--- config.mk ---
export PLATFORM = sky130hd
export DESIGN_NAME = tlfd_arith
export DESIGN_NICKNAME = d
export VERILOG_FILES = /design/src/rtl/core/tlfd_pkg.sv /design/src/rtl/core/tlfd_arith.sv
export SDC_FILE = /design/constraint.sdc
export NUM_CORES = 1
export LEC_CHECK = 0
export BUFFER_PORTS_ARGS = -buffer_cell sky130_fd_sc_hd__buf_2
export CAP_MARGIN = 10
export CELL_PAD_IN_SITES_DETAIL_PLACEMENT = 1
export CELL_PAD_IN_SITES_GLOBAL_PLACEMENT = 2
export CORE_UTILIZATION = 38
export CTS_BUF_LIST = sky130_fd_sc_hd__clkbuf_8
export CTS_CLUSTER_DIAMETER = 40
export DETAILED_ROUTE_END_ITERATION = 16
export PLACE_DENSITY = 0.78
export SETUP_SLACK_MARGIN = 0.4
export SLEW_MARGIN = 20
export SYNTH_ARGS = -nofsm -noshare
export SYNTH_HDL_FRONTEND = slang
export SYNTH_SLANG_ARGS = --single-unit
--- constraint.sdc ---
create_clock -name clk -period 3.8 [get_ports clk]
set_input_delay 0.76 -clock clk [delete_from_list [all_inputs] [get_ports clk]]
set_output_delay 0.76 -clock clk [all_outputs]
set_load 0.1 [all_outputs]
--- src/rtl/core/tlfd_pkg.sv ---
// ----------------------------------------------------------------------------
// tlfd_pkg
// shared types and constants of the thick line framebuffer drawer
// ----------------------------------------------------------------------------
package tlfd_pkg;

    localparam int unsigned CoordW = 9;
    localparam int unsigned ChanW  = 8;
    localparam int unsigned BrushW = 4;
    localparam int unsigned PixW   = 3 * ChanW;
    localparam int unsigned SumW   = 19;  // dr*dr + dc*dc for 9-bit coordinates
    localparam int unsigned RootW  = 10;  // ceil(sqrt(SumW bits))
    localparam int unsigned StepW  = 18;  // signed q1.16
    localparam int unsigned NumW   = SumW + 32;  // d*d*2^32
    localparam int unsigned QuoW   = 34;  // quotient d*d*2^32/S <= 2^32
    localparam int unsigned SqW    = 18;  // root of quotient, up to 2^16

    typedef enum logic [1:0] {
        KIND_SET  = 2'd0,
        KIND_LINE = 2'd1,
        KIND_FILL = 2'd2,
        KIND_READ = 2'd3
    } kind_t;

    typedef enum logic [3:0] {
        ST_IDLE,
        ST_SQRT_S,
        ST_DIV_R,
        ST_SQRT_R,
        ST_DIV_C,
        ST_SQRT_C,
        ST_WALK,
        ST_FILL,
        ST_CLEAR,
        ST_READ,
        ST_READ_WAIT,
        ST_OUT
    } state_t;

    // control from the sequencer to the shared divide / root unit
    typedef struct packed {
        logic start_div;
        logic start_sqrt;
    } au_ctrl_t;

endpackage

--- src/rtl/core/tlfd_arith.sv ---
// ----------------------------------------------------------------------------
// tlfd_arith
// shared restoring divider and integer square root, one bit per cycle
// ----------------------------------------------------------------------------
module tlfd_arith
(
    input  logic                                clk,
    input  logic                                rst_n,
    input  tlfd_pkg::au_ctrl_t                  ctrl,
    input  logic [tlfd_pkg::NumW-1:0]           op_a,
    input  logic [tlfd_pkg::SumW-1:0]           op_b,
    output logic                                busy,
    output logic [tlfd_pkg::QuoW-1:0]           result
);

    localparam int unsigned NumW = tlfd_pkg::NumW;
    localparam int unsigned QuoW = tlfd_pkg::QuoW;
    localparam int unsigned CntW = 6;

    logic            busy_reg, busy_next;
    logic            is_sqrt_reg, is_sqrt_next;
    logic [CntW-1:0] cnt_reg, cnt_next;
    logic [NumW-1:0] x_reg, x_next;      // dividend shift reg or radicand
    logic [NumW:0]   rem_reg, rem_next;  // divider remainder
    logic [QuoW-1:0] q_reg, q_next;
    logic [NumW+1:0] rrem_reg, rrem_next; // root remainder
    logic [NumW:0]   trial;
    logic [NumW+1:0] rtrial;

    always_comb
    begin
        busy_next    = busy_reg;
        is_sqrt_next = is_sqrt_reg;
        cnt_next     = cnt_reg;
        x_next       = x_reg;
        rem_next     = rem_reg;
        q_next       = q_reg;
        rrem_next    = rrem_reg;
        trial        = '0;
        rtrial       = '0;
        if (ctrl.start_div)
        begin
            busy_next    = 1'b1;
            is_sqrt_next = 1'b0;
            cnt_next     = CntW'(NumW);
            x_next       = op_a;
            rem_next     = '0;
            q_next       = '0;
        end
        else if (ctrl.start_sqrt)
        begin
            busy_next    = 1'b1;
            is_sqrt_next = 1'b1;
            cnt_next     = CntW'(NumW / 2);
            // shift by one so the bit pairs line up with bit 0 of the radicand
            x_next       = {op_a[NumW-2:0], 1'b0};
            rrem_next    = '0;
            q_next       = '0;
        end
        else if (busy_reg)
        begin
            if (!is_sqrt_reg)
            begin
                trial = {rem_reg[NumW-1:0], x_reg[NumW-1]};
                x_next = {x_reg[NumW-2:0], 1'b0};
                if (trial >= {{(NumW+1-tlfd_pkg::SumW){1'b0}}, op_b})
                begin
                    rem_next = trial - {{(NumW+1-tlfd_pkg::SumW){1'b0}}, op_b};
                    q_next   = {q_reg[QuoW-2:0], 1'b1};
                end
                else
                begin
                    rem_next = trial;
                    q_next   = {q_reg[QuoW-2:0], 1'b0};
                end
            end
            else
            begin
                // two bits of radicand per step
                rtrial = {rrem_reg[NumW-1:0], x_reg[NumW-1:NumW-2]};
                x_next = {x_reg[NumW-3:0], 2'b00};
                if (rtrial >= {{(NumW+2-QuoW-2){1'b0}}, q_reg, 2'b01})
                begin
                    rrem_next = rtrial - {{(NumW+2-QuoW-2){1'b0}}, q_reg, 2'b01};
                    q_next    = {q_reg[QuoW-2:0], 1'b1};
                end
                else
                begin
                    rrem_next = rtrial;
                    q_next    = {q_reg[QuoW-2:0], 1'b0};
                end
            end
            cnt_next = cnt_reg - 1'b1;
            if (cnt_reg == CntW'(1))
                busy_next = 1'b0;
        end
    end

    always_ff @(posedge clk or negedge rst_n)
    begin
        if (!rst_n)
        begin
            busy_reg <= 1'b0;
            cnt_reg  <= '0;
        end
        else
        begin
            busy_reg <= busy_next;
            cnt_reg  <= cnt_next;
        end
    end

    always_ff @(posedge clk)
    begin
        is_sqrt_reg <= is_sqrt_next;
        x_reg       <= x_next;
        rem_reg     <= rem_next;
        q_reg       <= q_next;
        rrem_reg    <= rrem_next;
    end

    assign busy   = busy_reg;
    // quotient or root
    assign result = q_reg;

endmodule
==> flow_metrics.py <==
metrics = {
    "drt": {
        "vias": 10839,
        "route.detailed.drc": 0,
        "vias_per_cell": 5.329,
        "first_pass_iters": 4,
        "wl_per_cell_um": 16.55,
        "wl_um": 33670,
        "antenna_left": 0,
        "drtIter0Drc": 469,
    },
    "min_path": {
        "hold_class": "input port to asynchronous set/reset pin",
    },
    "setup_path": {
        "worst-endpoint-required_ns": 4.06,
        "crit_path_start_kind": "flop",
        "endpoint_kind": "flop",
        "crit_arrival_ns": 3.61,
        "path_class": "flop to flop",
        "critPathMaxFanout": 7,
    },
    "timing": {
        "final-max-slew-violation-count": 0,
        "setup_violations": 0,
        "relSlewSlack_pct": 42.02,
        "grt_setup_unrepaired": "yes",
        "fin_tns_setup_ns": 0,
        "finalHoldViolations": 0,
        "fin_crit_sh_pct": 88.12,
        "fmax_ghz": 0.2986,
        "worst_pin_slew_ns": 0.8697,
        "finalClockSkew_ns": 0.01610,
        "period_needed_ns": 3.349,
    },
    "grt": {
        "grt_pass1_vias": 10981,
        "grt_max_degree": 109,
        "grt_pass1_wl_um": 55500,
        "antenna_found_initial": 4,
        "overflow": 0,
        "grt_util_all_layers_pct": 20.22,
    },
    "flow_run": {
        "cap_violations": 0,
    },
    "logic_synthesis": {
        "yosys_warnings": 0,
        "synth_area_leaders": "edfxtp_1 24%, dfxtp_1 13%, mux2i_1 6.9%, nor2_1 6.5%, ha_1 5.6%",
        "synth_commonest_cells": "221 x nor2_1, 153 x nand2_1, 140 x a21oi_1",
        "ys_ff_latch": 195,
        "synth-edff-count": 102,
        "synth_cells": 1504,
        "synth_area_per_cell_um2": 8.499,
        "netlist_area_mm2": 0.01278,
        "synth_ff_type": "edfxtp_1",
        "yosysTopAreaCell": "edfxtp_1",
        "synth.most_common_cell": "nor2_1",
        "yosys.area.top_type_share_pct": 23.96,
        "synth_cell_types": 75,
        "async_flop_share_pct": 3.590,
        "synth-seq-area-share_pct": 38.80,
        "syn-num-nets": 1636,
    },
    "cts": {
        "cts.htree.levels": 4,
        "cts_made_buffers": 17,
        "clkLatencyLatePin_ns": 0.51,
        "path_clk_slew_ns": 0.11,
        "cts_buffer_depth": 2,
        "clock_sinks": 195,
        "cts-root-buf": "clkbuf_8",
        "cts_tree": "built",
    },
    "power_and_ir_drop": {
        "p_per_area_mw_per_mm2": 365.5,
        "ir_drop_mv": 0.2231,
        "total_power_w": 0.005290,
        "leakage_nw": 5.871,
    },
    "placement": {
        "dp.final_hpwl_um": 24070,
        "io_buffers": 108,
        "place_congestion": 0.8267,
    },
    "finish": {
        "areaGrowthSynthToFinish_pct": 13.25,
        "drive_above_1_share_pct": 16.15,
        "fin_nets": 1710,
        "fillCellCount": 3955,
    },
    "outcome": {
        "status": "finished clean",
    },
    "floorplan": {
        "core_area_mm2": 0.03278,
        "die_h_um": 185.4,
        "dieArea_mm2": 0.03438,
        "placement_rows": 66,
        "die_w_um": 185.4,
        "start_util_pct": 38.99,
        "io_pins": 109,
    },
}
## cell families after synthesis
kind of cell / count (synthesis) / synth area share (%)
xor gates and xnor gates: 91 / 6.235
and+or+nand+nor: 526 / 18.63
muxes: 90 / 7.067
AOI/OAI and AO/OA: 383 / 18.60
buffers and inverters: 161 / 4.933
adders and majority gates: 58 / 5.736
DFF: 195 / 38.80
## per-stage QoR
step / hold slack [ns] / instance area [µm²] / instances / utilization (%) / setup WS, ns
after floorplan: 0.4490 / 12830 / 1504 / - / 0.3747
after global placement: 0.4697 / 13830 / 1990 / 42.18 / 0.2239
after detailed placement: 0.4812 / 13830 / 1990 / 42.18 / 0.1548
after CTS: 0.002617 / 14310 / 2025 / 43.66 / 0.3827
after global routing: 0.01817 / 14470 / 2033 / 44.15 / 0.2724
final: 0.05345 / 14480 / 2034 / 44.16 / 0.4514
## worst max-delay path, cell delays in order, from the launching register on
cell and delay [ns]:
edfxtp_1 0.43, ha_1 0.43, and4_1 0.27, nand3_1 0.11, or3_1 0.35, o211ai_1 0.15
a31oi_4 0.07, o211ai_1 0.36, nand4_2 0.29, nor4_1 0.27, mux2_2 0.37
## final cells by class
| class | instances | area, µm² | area share, % |
|---|---|---|---|
| antenna | 1 | 2.502 | 0.01729 |
| clock buffer | 17 | 234.0 | 1.616 |
| clock inverter | 15 | 145.1 | 1.003 |
| inverter | 72 | 270.3 | 1.867 |
| multi-input combinational | 1148 | 7377 | 50.96 |
| sequential | 195 | 5012 | 34.62 |
| tap | 442 | 553.0 | 3.820 |
| timing repair buffer | 144 | 882.1 | 6.093 |
## routing by layer
metal | part of all wire, % | global-route usage (%) | vias to the layer above
met5 | 0.095 | 0 | -
li1 | - | - | 5490
met2 | 51 | 36.42 | 80
met3 | 2.5 | 3.814 | 29
met1 | 45 | 24.50 | 5234
met4 | 1.2 | 5.025 | 6
## final timing paths
check	startpoint	end	slack, ns	cells past startpoint
worst max-delay path	rrem_reg[27]	rrem_reg[50]	0.45	10
worst min-delay path	rst_n	cnt_reg[5]	0.05	1
worst max register to register	rrem_reg[27]	rrem_reg[50]	0.45	10
worst min register to register	rem_reg[8]	rem_reg[8]	0.50	2
max in group asynchronous	rst_n	busy	3.57	1
min in group clk	rem_reg[8]	rem_reg[8]	0.50	2
## power breakdown
group	total (W)	switching, W	internal [W]
logic	0.00139	0.000796	0.000593
clock network	0.00139	0.000850	0.000537
registers	0.00251	0.000124	0.00239
## cell usage in the layout (no fill, tap or decap), drive strengths merged, types with 5 or more instances in the layout
cell	count
a211oi	56
a21o	14
a21oi	140
a31oi	5
and3	7
buf	144
clkbuf	17
clkinv	6
dfrtp	7
dfxtp	86
edfxtp	102
ha	57
inv	80
mux2i	88
nand2	154
nand2b	10
nand3	23
nand3b	6
nand4	18
nand4b	5
nor2	221
nor2b	9
nor3	26
nor4	8
o211ai	13
o21a	15
o21ai	91
o21bai	11
o31ai	6
or2	5
or3	12
or4	9
xnor2	48
xor2	43
## what timing repair did
action / CTS / global route
setup endpoints to repair: 33 / 39
pin swaps: 2 / 10
endpoints found under the hold margin: 0 / 0
resized for setup: 15 / 20
hold buffers: 0 / 0
buffers inserted: 3 / 8
cloned: 0 / 0
Power figures use the tool's default switching activity.
